<file path="src/design/kmu_pkg.sv">
// Package of the one-dimensional k-means unit: widths, limits, result kinds.
// Used by the top level and the checker; no dependencies.
`timescale 1ns / 1ps
package kmu_pkg;
  localparam int SampleW     = 24;
  localparam int LabelW      = 4;
  localparam int IndexW      = 5;
  localparam int CfgW        = 5;
  localparam int MaxPointsD  = 32;
  localparam int MaxClustD   = 16;
  localparam int MaxPassesD  = 60;
  localparam logic KindCenter = 1'b0;
  localparam logic KindLabel  = 1'b1;
endpackage

</file>
<file path="src/design/kmu_ram.sv">
// Generic single-port-write, one-read synchronous RAM with registered read.
// No dependencies.
`timescale 1ns / 1ps
module kmu_ram #(
  parameter int Width = 8,
  parameter int Depth = 16
) (
  input  logic                     clk_i,
  input  logic                     we_i,
  input  logic [$clog2(Depth)-1:0] waddr_i,
  input  logic [Width-1:0]         wdata_i,
  input  logic [$clog2(Depth)-1:0] raddr_i,
  output logic [Width-1:0]         rdata_o
);
  logic [Width-1:0] mem_q [Depth];
  always_ff @(posedge clk_i) begin
    if (we_i) mem_q[waddr_i] <= wdata_i;
    rdata_o <= mem_q[raddr_i];
  end
endmodule

</file>
<file path="src/design/kmu_divider.sv">
// Restoring signed-floor divider: floor(num / den), den > 0, one bit per cycle.
// Depends on nothing but its parameters.
`timescale 1ns / 1ps
module kmu_divider #(
  parameter int NumW = 32,
  parameter int DenW = 8
) (
  input  logic                   clk_i,
  input  logic                   rst_ni,
  input  logic                   start_i,
  input  logic signed [NumW-1:0] num_i,
  input  logic [DenW-1:0]        den_i,
  output logic                   done_o,
  output logic signed [NumW-1:0] quo_o
);
  localparam int CntW = $clog2(NumW + 1);
  logic [NumW-1:0] mag_q, mag_d, quo_q, quo_d;
  logic [DenW:0]   rem_q, rem_d;
  logic [DenW-1:0] den_q, den_d;
  logic            neg_q, neg_d, busy_q, busy_d, done_q, done_d;
  logic [CntW-1:0] cnt_q, cnt_d;
  logic [DenW:0]   trial;
  logic [NumW-1:0] qfix;

  always_comb begin
    mag_d = mag_q; quo_d = quo_q; rem_d = rem_q; den_d = den_q;
    neg_d = neg_q; busy_d = busy_q; cnt_d = cnt_q; done_d = 1'b0;
    trial = '0;
    if (start_i) begin
      neg_d  = num_i[NumW-1];
      // for floor on negatives: floor(-m/d) = -((m + d - 1) / d)
      mag_d  = num_i[NumW-1] ? (NumW'(-num_i) + NumW'(den_i) - NumW'(1))
                             : NumW'(num_i);
      den_d  = den_i;
      rem_d  = '0;
      quo_d  = '0;
      cnt_d  = CntW'(NumW);
      busy_d = 1'b1;
    end else if (busy_q) begin
      trial = {rem_q[DenW-1:0], mag_q[NumW-1]};
      mag_d = {mag_q[NumW-2:0], 1'b0};
      if (trial >= {1'b0, den_q}) begin
        rem_d = trial - {1'b0, den_q};
        quo_d = {quo_q[NumW-2:0], 1'b1};
      end else begin
        rem_d = trial;
        quo_d = {quo_q[NumW-2:0], 1'b0};
      end
      cnt_d = cnt_q - CntW'(1);
      if (cnt_q == CntW'(1)) begin
        busy_d = 1'b0;
        done_d = 1'b1;
      end
    end
  end

  always_ff @(posedge clk_i or negedge rst_ni) begin
    if (!rst_ni) begin
      busy_q <= 1'b0;
      done_q <= 1'b0;
      cnt_q  <= '0;
    end else begin
      busy_q <= busy_d;
      done_q <= done_d;
      cnt_q  <= cnt_d;
    end
  end
  always_ff @(posedge clk_i) begin
    mag_q <= mag_d; quo_q <= quo_d; rem_q <= rem_d; den_q <= den_d; neg_q <= neg_d;
  end

  assign qfix   = neg_q ? NumW'(-quo_q) : quo_q;
  assign quo_o  = signed'(qfix);
  assign done_o = done_q;
endmodule

</file>
<file path="src/design/one_dimensional_kmeans_unit.sv">
// Top level of the one-dimensional k-means unit (Lloyd iteration).
// Depends on kmu_pkg, kmu_ram and kmu_divider.
`timescale 1ns / 1ps
//  channel | direction | handshake          | payload
//  in      | input     | in_valid/in_ready  | sample_value, last_sample
//  out     | output    | out_valid/out_ready| kind, index, center, label, flags
//  cfg     | input     | cfg_we             | cfg_data (cluster_count)
//
// Load one sample word a cycle. The last sample starts a run: the labels are cleared,
// each start center is picked with an index divide, and each pass sweeps every
// sample over the k centers, then divides each nonempty cluster's sum for its mean.
// Results stream one word a cycle from a single output register; a stalled word
// holds the sequencer, and intake stays off until the last result word is taken.
// Reset clears control state and the cluster sums and counts; every store is written before it is read.
module one_dimensional_kmeans_unit #(
  parameter int MaxPoints   = kmu_pkg::MaxPointsD,
  parameter int MaxClusters = kmu_pkg::MaxClustD,
  parameter int MaxPasses   = kmu_pkg::MaxPassesD
) (
  input  logic                                clk_i,
  input  logic                                rst_ni,
  input  logic                                in_valid,
  output logic                                in_ready,
  input  logic signed [kmu_pkg::SampleW-1:0]  sample_value_i,
  input  logic                                last_sample_i,
  output logic                                out_valid,
  input  logic                                out_ready,
  output logic                                result_kind_o,
  output logic [kmu_pkg::IndexW-1:0]          entry_index_o,
  output logic signed [kmu_pkg::SampleW-1:0]  center_value_o,
  output logic [kmu_pkg::LabelW-1:0]          cluster_label_o,
  output logic                                overflow_flag_o,
  output logic                                last_result_o,
  input  logic                                cfg_we,
  input  logic [kmu_pkg::CfgW-1:0]            cfg_data
);
  localparam int SW   = kmu_pkg::SampleW;
  localparam int PA   = (MaxPoints > 1) ? $clog2(MaxPoints) : 1;
  localparam int NW   = $clog2(MaxPoints + 1);
  localparam int CA   = $clog2(MaxClusters);
  localparam int KW   = $clog2(MaxClusters + 1);
  localparam int SumW = SW + NW + 1;
  localparam int PW   = $clog2(MaxPasses + 1);
  localparam int MulW = 2 * (NW + KW + 1);

  typedef enum logic [11:0] {
    StLoad   = 12'b000000000001,
    StInit   = 12'b000000000010,
    StInitRd = 12'b000000000100,
    StRdS    = 12'b000000001000,
    StCmp    = 12'b000000010000,
    StLblWr  = 12'b000000100000,
    StDivSt  = 12'b000001000000,
    StDivWt  = 12'b000010000000,
    StOutC   = 12'b000100000000,
    StOutL   = 12'b001000000000,
    StRdL    = 12'b010000000000,
    StClr    = 12'b100000000000
  } state_e;

  state_e state_q, state_d;
  logic [kmu_pkg::CfgW-1:0] cfg_q;
  logic [NW-1:0] n_q, n_d, i_q, i_d;
  logic [KW-1:0] k_q, k_d, j_q, j_d;
  logic          drop_q, drop_d, chg_q, chg_d;
  logic [PW-1:0] pass_q, pass_d;
  logic signed [SW-1:0] cur_q, cur_d;
  logic [SW:0]   best_q, best_d;
  logic [CA-1:0] bk_q, bk_d;
  logic signed [SumW-1:0] sum_q [MaxClusters];
  logic [NW-1:0]          cnt_q [MaxClusters];
  logic                   sum_clr, sum_add;
  logic [CA-1:0]          sum_idx;

  // memories
  logic s_we, l_we, c_we;
  logic [PA-1:0] s_wa, s_ra, l_wa, l_ra;
  logic [CA-1:0] c_wa, c_ra;
  logic signed [SW-1:0] s_wd, s_rd, c_wd, c_rd;
  logic [kmu_pkg::LabelW-1:0] l_wd, l_rd;

  kmu_ram #(.Width(SW), .Depth(MaxPoints)) u_samples (
    .clk_i, .we_i(s_we), .waddr_i(s_wa), .wdata_i(s_wd), .raddr_i(s_ra), .rdata_o(s_rd));
  kmu_ram #(.Width(kmu_pkg::LabelW), .Depth(MaxPoints)) u_labels (
    .clk_i, .we_i(l_we), .waddr_i(l_wa), .wdata_i(l_wd), .raddr_i(l_ra), .rdata_o(l_rd));
  kmu_ram #(.Width(SW), .Depth(MaxClusters)) u_centers (
    .clk_i, .we_i(c_we), .waddr_i(c_wa), .wdata_i(c_wd), .raddr_i(c_ra), .rdata_o(c_rd));

  // divider for rounded means, floor((2*sum + cnt) / (2*cnt)), and start indices
  localparam int DNW = SumW + 2;
  logic dv_start, dv_done;
  logic signed [DNW-1:0] dv_num, dv_quo;
  logic [NW:0] dv_den;
  kmu_divider #(.NumW(DNW), .DenW(NW + 1)) u_div (
    .clk_i, .rst_ni, .start_i(dv_start), .num_i(dv_num), .den_i(dv_den),
    .done_o(dv_done), .quo_o(dv_quo));

  // output register
  logic ov_q, ov_d, ok_q, ok_d, ol_q, ol_d, ofl_q, ofl_d;
  logic [kmu_pkg::IndexW-1:0] oi_q, oi_d;
  logic signed [SW-1:0] oc_q, oc_d;
  logic [kmu_pkg::LabelW-1:0] olb_q, olb_d;
  logic out_free;
  assign out_free = !ov_q || out_ready;

  // start index of center j: floor((2(j+1)(n-1) + k+1) / (2(k+1))), clamped to
  // n-1; the quotient comes from the shared divider
  logic [MulW-1:0] ini_num;
  logic [SW:0] dabs;
  logic signed [SW:0] sdiff;
  assign sdiff = {cur_q[SW-1], cur_q} - {c_rd[SW-1], c_rd};
  assign dabs  = sdiff[SW] ? (SW+1)'(-sdiff) : sdiff;

  assign ini_num = MulW'(2) * MulW'(j_q + KW'(1)) * MulW'(n_q - NW'(1))
                 + MulW'(k_q) + MulW'(1);

  logic [CA-1:0] cl_sel;
  logic [NW:0]   cnt_sel;
  logic signed [SumW-1:0] sum_sel;
  assign cl_sel  = j_q[CA-1:0];
  assign cnt_sel = {1'b0, cnt_q[cl_sel]};
  assign sum_sel = sum_q[cl_sel];

  logic init_phase_q, init_phase_d;

  always_comb begin
    state_d = state_q; n_d = n_q; i_d = i_q; k_d = k_q; j_d = j_q;
    drop_d = drop_q; chg_d = chg_q; pass_d = pass_q; cur_d = cur_q;
    best_d = best_q; bk_d = bk_q; init_phase_d = init_phase_q;
    ov_d = ov_q && !out_ready; ok_d = ok_q; oi_d = oi_q; oc_d = oc_q; olb_d = olb_q;
    ofl_d = ofl_q; ol_d = ol_q;
    s_we = 1'b0; s_wa = n_q[PA-1:0]; s_wd = sample_value_i; s_ra = i_q[PA-1:0];
    l_we = 1'b0; l_wa = i_q[PA-1:0]; l_wd = '0; l_ra = i_q[PA-1:0];
    c_we = 1'b0; c_wa = cl_sel; c_wd = '0; c_ra = j_q[CA-1:0];
    sum_clr = 1'b0; sum_add = 1'b0; sum_idx = bk_q;
    dv_start = 1'b0; dv_num = '0; dv_den = '0;
    in_ready = 1'b0;
    unique case (state_q)
      StLoad: begin
        // hold intake while the final word of the previous run still waits
        in_ready = !ov_q;
        if (in_valid && !ov_q) begin
          if (n_q < NW'(MaxPoints)) begin
            s_we = 1'b1;
            n_d  = n_q + NW'(1);
          end else begin
            drop_d = 1'b1;
          end
          if (last_sample_i) begin
            if (cfg_q == '0) k_d = KW'(1);
            else if (cfg_q > kmu_pkg::CfgW'(MaxClusters)) k_d = KW'(MaxClusters);
            else k_d = KW'(cfg_q);
            i_d = '0; j_d = '0; pass_d = '0; chg_d = 1'b0;
            init_phase_d = 1'b1;
            state_d = StClr;
          end
        end
      end
      StClr: begin
        // zero labels, clear sums, then either init centers or go to sweep
        l_we = (i_q < n_q); l_wd = '0;
        sum_clr = 1'b1;
        if (i_q + NW'(1) >= n_q) begin
          i_d = '0; j_d = '0;
          if (k_q == KW'(1)) begin
            // mean of all: accumulate into cluster 0 via one sweep pass
            init_phase_d = 1'b0;
            pass_d = PW'(MaxPasses - 1);
            state_d = StRdS;
          end else state_d = StInit;
        end else i_d = i_q + NW'(1);
      end
      StInit: begin
        // use the divider to compute start index of center j
        dv_start = 1'b1;
        dv_num = DNW'(ini_num);
        dv_den = (NW+1)'(2 * (k_q + KW'(1)));
        state_d = StDivWt;
      end
      StInitRd: begin
        c_we = 1'b1; c_wa = j_q[CA-1:0]; c_wd = s_rd;
        if (j_q + KW'(1) == k_q) begin
          j_d = '0; i_d = '0; init_phase_d = 1'b0; state_d = StRdS;
        end else begin
          j_d = j_q + KW'(1); state_d = StInit;
        end
      end
      StRdS: begin
        // sample i and center 0 arrive next cycle
        s_ra = i_q[PA-1:0]; l_ra = i_q[PA-1:0]; c_ra = '0; j_d = '0;
        state_d = StRdL;
      end
      StRdL: begin
        cur_d = s_rd;
        c_ra = '0; j_d = KW'(1);
        best_d = '1; bk_d = '0;
        state_d = StCmp;
      end
      StCmp: begin
        // center j-1 data on c_rd; strict compare keeps the lower index on a tie
        c_ra = j_q[CA-1:0];
        if (k_q == KW'(1) || dabs < best_q) begin
          best_d = dabs; bk_d = CA'(j_q - KW'(1));
        end
        if (j_q >= k_q) state_d = StLblWr;
        else j_d = j_q + KW'(1);
      end
      StLblWr: begin
        l_we = 1'b1; l_wd = kmu_pkg::LabelW'(bk_q);
        if (l_rd != kmu_pkg::LabelW'(bk_q)) chg_d = 1'b1;
        sum_add = 1'b1; sum_idx = bk_q;
        if (i_q + NW'(1) >= n_q) begin
          j_d = '0; state_d = StDivSt;
        end else begin
          i_d = i_q + NW'(1); state_d = StRdS;
        end
      end
      StDivSt: begin
        if (j_q >= k_q) begin
          if (!chg_q || pass_q + PW'(1) >= PW'(MaxPasses)) begin
            j_d = '0; i_d = '0; state_d = StOutC; c_ra = '0;
          end else begin
            pass_d = pass_q + PW'(1); chg_d = 1'b0; i_d = '0;
            sum_clr = 1'b1; state_d = StRdS;
          end
        end else if (cnt_sel == '0) begin
          // empty cluster keeps its center
          j_d = j_q + KW'(1);
        end else begin
          dv_start = 1'b1;
          dv_num = DNW'(2) * DNW'(sum_sel) + DNW'(cnt_sel);
          dv_den = (NW+1)'(cnt_sel << 1);
          state_d = StDivWt;
        end
      end
      StDivWt: begin
        if (dv_done) begin
          if (init_phase_q) begin
            s_ra = (dv_quo > DNW'(n_q - NW'(1))) ? PA'(n_q - NW'(1)) : PA'(dv_quo);
            state_d = StInitRd;
          end else begin
            c_we = 1'b1; c_wa = j_q[CA-1:0]; c_wd = SW'(dv_quo);
            j_d = j_q + KW'(1); state_d = StDivSt;
          end
        end
      end
      StOutC: begin
        // center j data valid on c_rd (read issued last cycle)
        c_ra = j_q[CA-1:0];
        if (out_free) begin
          ov_d = 1'b1; ok_d = kmu_pkg::KindCenter; oi_d = kmu_pkg::IndexW'(j_q);
          oc_d = c_rd; olb_d = '0; ofl_d = drop_q;
          ol_d = (n_q == '0) && (j_q + KW'(1) == k_q);
          if (j_q + KW'(1) == k_q) begin
            i_d = '0; l_ra = '0;
            state_d = (n_q == '0) ? StLoad : StOutL;
            if (n_q == '0) begin n_d = '0; drop_d = 1'b0; end
          end else begin
            // advance the read address with the index
            j_d = j_q + KW'(1); c_ra = CA'(j_q + KW'(1));
            state_d = StOutC;
          end
        end
      end
      StOutL: begin
        l_ra = i_q[PA-1:0];
        if (out_free) begin
          ov_d = 1'b1; ok_d = kmu_pkg::KindLabel; oi_d = kmu_pkg::IndexW'(i_q);
          oc_d = '0; olb_d = l_rd; ofl_d = drop_q;
          ol_d = (i_q + NW'(1) == n_q);
          if (i_q + NW'(1) == n_q) begin
            n_d = '0; drop_d = 1'b0; state_d = StLoad;
          end else begin
            i_d = i_q + NW'(1); l_ra = PA'(i_q + NW'(1));
          end
        end
      end
      default: state_d = StLoad;
    endcase
  end

  always_ff @(posedge clk_i or negedge rst_ni) begin
    if (!rst_ni) begin
      state_q <= StLoad; cfg_q <= kmu_pkg::CfgW'(2);
      n_q <= '0; i_q <= '0; k_q <= '0; j_q <= '0; drop_q <= 1'b0; chg_q <= 1'b0;
      pass_q <= '0; ov_q <= 1'b0; init_phase_q <= 1'b0;
    end else begin
      if (cfg_we) cfg_q <= cfg_data;
      state_q <= state_d; n_q <= n_d; i_q <= i_d; j_q <= j_d;
      drop_q <= drop_d; ov_q <= ov_d;
      k_q <= k_d; chg_q <= chg_d; pass_q <= pass_d; init_phase_q <= init_phase_d;
    end
  end

  always_ff @(posedge clk_i) begin
    cur_q <= cur_d; best_q <= best_d; bk_q <= bk_d;
    ok_q <= ok_d; oi_q <= oi_d; oc_q <= oc_d; olb_q <= olb_d; ofl_q <= ofl_d;
    ol_q <= ol_d;
  end

  // cluster sums and counts: cleared on a new pass, accumulated per sample
  always_ff @(posedge clk_i or negedge rst_ni) begin
    if (!rst_ni) begin
      for (int c = 0; c < MaxClusters; c++) begin
        sum_q[c] <= '0; cnt_q[c] <= '0;
      end
    end else if (sum_clr) begin
      for (int c = 0; c < MaxClusters; c++) begin
        sum_q[c] <= '0; cnt_q[c] <= '0;
      end
    end else if (sum_add) begin
      sum_q[sum_idx] <= sum_q[sum_idx] + SumW'(cur_q);
      cnt_q[sum_idx] <= cnt_q[sum_idx] + NW'(1);
    end
  end

  assign out_valid       = ov_q;
  assign result_kind_o   = ok_q;
  assign entry_index_o   = oi_q;
  assign center_value_o  = oc_q;
  assign cluster_label_o = olb_q;
  assign overflow_flag_o = ofl_q;
  assign last_result_o   = ol_q;
endmodule

</file>
<file path="config.mk">
export PLATFORM = sky130hd
export DESIGN_NAME = one_dimensional_kmeans_unit
export DESIGN_NICKNAME = d
export VERILOG_FILES = /design/src/design/kmu_pkg.sv /design/src/design/kmu_ram.sv /design/src/design/kmu_divider.sv /design/src/design/one_dimensional_kmeans_unit.sv
export SDC_FILE = /design/constraint.sdc
export NUM_CORES = 2
export LEC_CHECK = 0
export BUFFER_PORTS_ARGS = -buffer_cell sky130_fd_sc_hd__buf_2
export CAP_MARGIN = 20
export CELL_PAD_IN_SITES_DETAIL_PLACEMENT = 0
export CELL_PAD_IN_SITES_GLOBAL_PLACEMENT = 1
export CORE_MARGIN = 10
export CORE_UTILIZATION = 30
export CTS_BUF_LIST = sky130_fd_sc_hd__clkbuf_2 sky130_fd_sc_hd__clkbuf_4 sky130_fd_sc_hd__clkbuf_8
export DETAILED_ROUTE_END_ITERATION = 8
export GPL_TIMING_DRIVEN = 0
export PLACE_DENSITY = 0.56
export SYNTH_ARGS = -nofsm -noshare
export SYNTH_HDL_FRONTEND = slang
export SYNTH_SLANG_ARGS = --single-unit
</file>
<file path="constraint.sdc">
create_clock -name clk_i -period 10.2 [get_ports clk_i]
set_input_delay 3.06 -clock clk_i [delete_from_list [all_inputs] [get_ports clk_i]]
set_output_delay 3.06 -clock clk_i [all_outputs]
set_load 0.1 [all_outputs]
</file>
# Yosys cells after proc, flatten, opt, wreduce, memory -nomap -nowiden
# Memories as Yosys holds them, arrays and structs flattened. A register that Yosys moved wholly into a read port is not among the register bits.
# Cells that the tools add are included.
op_classes:
  add_sub_neg: 23
  mul: 1
  magnitude_cmp: 12
  eq_ne: 44
  mux: 179
  bitwise: 2
  reduce_logical: 38
ops:
  columns: ["cell", "n"]
  rows:
  - ["496-bit 2-to-1 mux", 2]
  - ["496-bit bitwise mux", 1]
  - ["31-bit binary-select mux with 4-bit select", 2]
  - ["33-bit 2-to-1 mux", 6]
  - ["96-bit 2-to-1 mux", 2]
  - ["6-bit 2-to-1 mux", 27]
  - ["31-bit 2-to-1 mux", 5]
  - ["12-bit case mux with 12 select lines", 1]
  - ["31-bit demux with 4-bit select", 1]
  - ["12-bit 2-to-1 mux", 10]
  - ["5-bit 2-to-1 mux", 24]
  - ["96-bit bitwise mux", 1]
  - ["24-bit 2-to-1 mux", 4]
  - ["24-bit case mux with 2 select lines", 2]
  - ["33-bit negator", 2]
  - ["33-bit case mux with 2 select lines", 1]
  - ["25-bit 2-to-1 mux", 2]
  - ["25-bit case mux with 2 select lines", 1]
  - ["6-bit binary-select mux with 4-bit select", 2]
  - ["1-bit 2-to-1 mux", 47]
  - ["5-bit case mux with 9 select lines", 1]
  - ["2-bit != test (second input constant)", 22]
  - ["6-bit case mux with 7 select lines", 1]
  - ["4-bit 2-to-1 mux", 10]
  - ["77 further kinds", 122]
totals:
  regBits: 819
  mem_bits_rw: 1280
  out_inout_bits: 38
  word_cells: 362
  n_memories: 3
memory_table:
  columns: ["name", "depth", "width", "rd", "rd_clocked_by_memory_dff", "write_ports", "line", "text"]
  rows:
  - ["u_samples.mem_q", 32, 24, 1, 1, 1, "kmu_ram.sv:15", "logic [Width-1:0] mem_q [Depth];"]
  - ["u_centers.mem_q", 16, 24, 1, 1, 1, "kmu_ram.sv:15", null]
  - ["u_labels.mem_q", 32, 4, 1, 1, 1, "kmu_ram.sv:15", null]

# Logic depth before layout (Yosys ltp)
depth:
  word_depth: 13
  depth_mapped: 34
  depth_no_buf: 32

# Cells and area by module
# Synthesis repeated with hierarchy kept, for this count alone.
unflattened:
  cells_unflattened: 7633
  hier_area_um2: 102188.0
by_module_without_submodules:
  columns: ["module", "instances", "cells_each", "area_per_inst_um2"]
  rows:
  - ["one_dimensional_kmeans_unit", 1, 4454, 45996.6]
  - ["kmu_ram at u_samples", 1, 1711, 30480.5]
  - ["kmu_ram at u_centers", 1, 636, 14930.6]
  - ["kmu_divider", 1, 601, 5641.7]
  - ["kmu_ram at u_labels", 1, 231, 5138.7]

# Least setup slack after synthesis
# Ideal clock, no wire load.
synth_timing:
  kind: "flip-flop to flip-flop"
  startpoint: "register j_q[0]"
  endpoint: "register u_div.mag_q[29] (data pin)"
  setup_time_ps: 265
  arrival_ps: 9447
  required_time_ps: 9935
  slack_ps: 488
  stages_incl_launch_ff: 34
  n_path_buf: 11
  synth_period_minus_slack_ps: 9712
  cell_sequence: "dfrtp_1 > buf_2 > buf_4 > buf_2 > buf_2 > buf_4 > buf_2 > buf_1 > buf_2 > buf_1 > inv_1 > ha_1 > clkbuf_1 > nand2b_1 > fa_1 > fa_1 > fa_1 > inv_1 > ha_1 > a21o_1 > a21oi_1 > o21bai_1 > a21oi_1 > o21ai_0 > xnor2_1 > nor4_1 > o2111ai_1 > and3_1 > clkbuf_1 > nor4_1 > nor3b_1 > a21oi_1 > a211oi_1 > a21oi_1"
synth_between:
  elab_chain_cells: 13
synth_lines:
  columns: ["element", "line", "text"]
  rows:
  - ["start: declaration", "one_dimensional_kmeans_unit.sv:64", "logic [KW-1:0] k_q, k_d, j_q, j_d;"]
  - ["start signal: assignment", "one_dimensional_kmeans_unit.sv:289", "state_q <= state_d; n_q <= n_d; i_q <= i_d; j_q <= j_d;"]
  - ["branches (longest 12 deep; another with 33-bit negator)", null, null]
  - ["33-bit 2-to-1 mux *", "kmu_divider.sv:29", "if (start_i) begin"]
  - ["net u_div.mag_d[29]", "kmu_divider.sv:17", "logic [NumW-1:0] mag_q, mag_d, quo_q, quo_d;"]
  - ["end signal: assignment", "kmu_divider.sv:69", "mag_q <= mag_d; quo_q <= quo_d; rem_q <= rem_d; den_q <= den_d; neg_q <= neg_d;"]
  - ["end: declaration", "kmu_divider.sv:17", null]
# Mark *: on every way through the listed nets, which the timed path passes. The select of a mux whose other input is x is not followed.
# A chain may end at the register's enable or synchronous reset.

# Final worst setup path
layout_timing:
  startpoint: "register bk_q[1]"
  endpoint: "register sum_q[402] in the netlist's numbering"
layout_between:
  elab_chain_cells: 8
layout_lines:
  columns: ["element", "line", "text"]
  rows:
  - ["start: declaration", "one_dimensional_kmeans_unit.sv:69", "logic [CA-1:0] bk_q, bk_d;"]
  - ["start signal: assignment", "one_dimensional_kmeans_unit.sv:296", "cur_q <= cur_d; best_q <= best_d; bk_q <= bk_d;"]
  - ["4-bit NOT with 5-bit output (implied by the code) *", "one_dimensional_kmeans_unit.sv:312", "sum_q[sum_idx] <= sum_q[sum_idx] + SumW'(cur_q);"]
  - ["31-bit binary-select mux with 4-bit select, or another cell as far along", "one_dimensional_kmeans_unit.sv:312", null]
  - ["31-bit 2-to-1 mux (implied by the code) / 1-bit logical AND (equally long branches)", "one_dimensional_kmeans_unit.sv:312", null]
  - ["31-bit 2-to-1 mux (implied by the code)", "one_dimensional_kmeans_unit.sv:312", null]
  - ["31-bit by 24-bit adder with 31-bit output / 31-bit demux with 4-bit select (equally long branches)", "one_dimensional_kmeans_unit.sv:312", null]
  - ["496-bit bitwise mux *", "one_dimensional_kmeans_unit.sv:312", null]
  - ["496-bit 2-to-1 mux *", "one_dimensional_kmeans_unit.sv:311", "end else if (sum_add) begin"]
  - ["496-bit 2-to-1 mux *", "one_dimensional_kmeans_unit.sv:307", "end else if (sum_clr) begin"]
  - ["end signal: indexed assignment", "one_dimensional_kmeans_unit.sv:312", null]
  - ["end: declaration", "one_dimensional_kmeans_unit.sv:70", "logic signed [SumW-1:0] sum_q [MaxClusters];"]
# Mark *: on every way between the ends. The rest lies on a longest branch, timed or not. The select of a mux whose other input is x is not followed.

==> metrics.txt <==
I/O Buffers 72; post-synthesis sequential area ratio 59.37%; Slew @ Worst Pin 1301 ps; Vias/cell 5.392; cells taking the most area after synthesis edfxtp_1 42%, dfrtp_1 16%, mux4_2 8.2%; # DRC 0; Cell Chain, Critical Path clkbuf_1 > clkbuf_1 > clkbuf_1 > clkbuf_2 > clkbuf_1 > mux4_2 > mux4_2 > fa_1 > a21o_1 > a21oi_1 > o21bai_1 > a21oi_1 > o21ai_0 > and2_1 > o31ai_1 > a21oi_1 > a41oi_1 > a211o_1 > o311ai_0 > a31oi_1 > xnor2_1 > clkbuf_1 > o21ai_0; Comb power frac 15.4%; nets 8650; Mapped Nets 8117; R2R Path Start bk_q[1]; EDFF count, synth 1409; Post-Route Setup TNS 0 ps; Post-CTS Hold Buffers 0; Initial Util 30.18%; CTS max path bufs 4; total gr overflow 0; PwrDens 183.1 nW/µm²; max incr delay on CP 710 ps; RSZ-0062 raised after global routing no; final critical-path required period 9781 ps; hold crit path type flip-flop to flip-flop; CP bufs+invs 6; Worst R2R End sum_q[402]; Hold Crit Depth 2; worst-path fanout max 10; Final Cycle Share 95.90%; crit start category flip-flop; cell area after synthesis 101700 µm²; Fmax 102.2 MHz; cell family with most CP delay compound AO/OA/AOI/OAI gates; I/O pin count 73; Final Hold Slack 470.6 ps; Top FF cell, synth edfxtp_1; Worst Hold Path EP u_div.mag_q[10]; Starting DRT DRC Count 6944; sequential power share 45.0%; met3 wire length 25780 µm; largest net degree at the start of global routing 113; core area 337100 µm²; WP data required 11100 ps; Clk Tree Root Cell clkbuf_8; area leader, netlist edfxtp_1; Most Frequent Cell on Critical Path clkbuf_1; most frequent cells after synthesis 1409 x edfxtp_1, 717 x o21ai_0, 656 x nand3_1, 647 x dfrtp_1, 443 x mux2i_1; CTS sink count 2150; vias in the first global route 71810; M1 WL 156000 µm; TritonCTS Buffers 386; Cell Rows 213; Post-synth ARST share 30.19%; slowest CP cell a41oi_1; Crit path depth 23; Die H 602.3 µm; Cells after Synth 7868; die width 602.3 µm; first-pass GRT wire length 516100 µm; met2 wire len 162300 µm; Hold Startpoint u_div.mag_q[9]; layout cell share with drive strength beyond 1 16.47%; Leakage 44.17 nW; First-pass DRT Iterations 8; Max-Cap Viols 0; R2R Setup Slk 420 ps; Synth top area share 41.59%; Max Clock Skew 86.81 ps; kind of critical path flip-flop to flip-flop; Hold Vio Cnt, Final 0; wire per inst 27.20 µm; post-synthesis average cell area 12.93 µm²; via count 71420; CTS tree done; Die Area 362800 µm²; Clk network pwr share 39.5%; status finished, final reports clean; switching part of the total 29.43%; setup violators final 0; Unique masters post-synth 98; H-tree Lvls 5; Routed Antenna Nets 0; Clock transition at path regs 70 ps; critical path arrival 10680 ps; Slew Viols, Final 0; Reg2Reg Depth 23; Ys Warns 0; GPL Wtd Cong 0.8827; critical path endpoint category flip-flop; GRT Util Overall 19.08%; Peak VDD IR 0.1357 mV; P_int 15.21 mW; headroom to the max-slew limit 13.27%; DP Wirelength 256800 µm; Skew-Pair Late Insertion Delay 1090 ps; most numerous cell in the Yosys netlist edfxtp_1; synthesis-to-finish area growth 15.68%; WL final 360200 µm; Highest Signal Layer met5; sw power 6.340 mW; fillers 33110; post-synthesis register bit count 2150; initial antenna violation count 18
[cell type report]
| type | instances | area (µm²) | share of cell area, % |
|---|---|---|---|
| flip-flops and latches | 2150 | 60400 | 51.32 |
| multi-input cells | 4931 | 38520 | 32.73 |
| clock buffers | 557 | 6840 | 5.812 |
| well taps | 4515 | 5649 | 4.800 |
| plain buffers | 582 | 2537 | 2.156 |
| repair buffers | 158 | 1807 | 1.535 |
| clock inverters | 151 | 1191 | 1.012 |
| inverters | 192 | 720.7 | 0.6124 |
| diodes | 9 | 22.52 | 0.01914 |
[stage by stage]
stage                     setup slack [ps]  total power [mW]  util, %  cell area, µm²  cells
after floorplan                      488.0             11.87        -          101700   7868
after global placement               -8224             13.10    31.96          107700  12460
after detailed placement             -4039             13.18    32.47          109500  12530
after CTS                            12.17             21.74    34.87          117600  13230
after global routing                 78.89             22.41    34.90          117700  13240
final                                418.6             21.55    34.91          117700  13250
[power groups by stage]
stage / logic, mW / clock network [mW] / registers [mW]
floorplan: 2.08 / 0 / 9.80
global placement: 3.21 / 0 / 9.88
detailed placement: 3.31 / 0 / 9.88
CTS: 3.32 / 8.72 / 9.70
global route: 3.59 / 9.10 / 9.72
finish: 3.33 / 8.52 / 9.70
[kinds of logic after synthesis]
family / count (synthesis) / share of synthesized area [%]
adders and majority gates: 216 / 2.939
DFF: 2150 / 59.37
and+or+nand+nor: 2033 / 9.905
AOI/OAI and AO/OA: 1651 / 10.12
xor gates and xnor gates: 200 / 1.722
muxes: 831 / 12.75
buffers and inverters: 787 / 3.204
[how the worst max path moves through the flow]
stage,from,endpoint
2_1_floorplan,j_q[0],u_div.mag_q[29]
3_3_place_gp,rst_ni,sum_q[65]
3_5_place_dp,j_q[1],u_div.mag_q[25]
4_1_cts,j_q[1],u_div.mag_q[29]
5_1_grt,bk_q[1],sum_q[402]
6_report,bk_q[1],sum_q[402]
[routing by layer]
layer  GRT usage [%]  vias up
met4           7.872       12
met5               0        -
li1                -    31140
met2           29.71     2682
met3           3.828      711
met1           26.04    36880
[flip-flops by register name, summed over array words and instances (netlist names), 7 cells and up]
name               count
sum_q                496
state_q               12
cur_q                 24
u_div.mag_q           33
u_div.quo_q           33
best_q                25
u_samples.rdata_o     24
cnt_q                 96
u_div.rem_q            7
u_centers.mem_q      384
u_labels.mem_q       128
u_centers.rdata_o     24
u_samples.mem_q      768
center_value_o        24
[repair_timing]
action	4_1_cts	5_1_grt
pin swaps	1	0
endpoints found under the setup margin	692	44
endpoints found under the hold margin	0	0
setup buffers	2	0
resized for setup	28	9
[worst reg2reg max path, stage by stage, from the launching register on]
cell and delay, ps:
edfxtp_1 560, clkbuf_1 640, clkbuf_1 670, clkbuf_1 550, clkbuf_2 440, clkbuf_1 680
mux4_2 450, mux4_2 580, fa_1 470, a21o_1 170, a21oi_1 240, o21bai_1 100
a21oi_1 250, o21ai_0 110, and2_1 180, o31ai_1 420, a21oi_1 250, a41oi_1 710
a211o_1 410, o311ai_0 220, a31oi_1 700, xnor2_1 340, clkbuf_1 350, o21ai_0 140
[cells in the final DEF (no fill, tap or decap), drive strengths merged, types with 70 or more instances in the layout]
master,instances
mux2i,443
a31oi,89
nand3,658
nor2,383
inv,207
and2,152
clkinv,120
dfrtp,647
dfxtp,92
edfxtp,1409
nand4,70
buf,333
mux4,370
xnor2,139
a211oi,192
a22oi,204
o21ai,722
a21oi,175
nand2,440
clkbuf,963
ha,175
(Power assumes the default switching activity.)
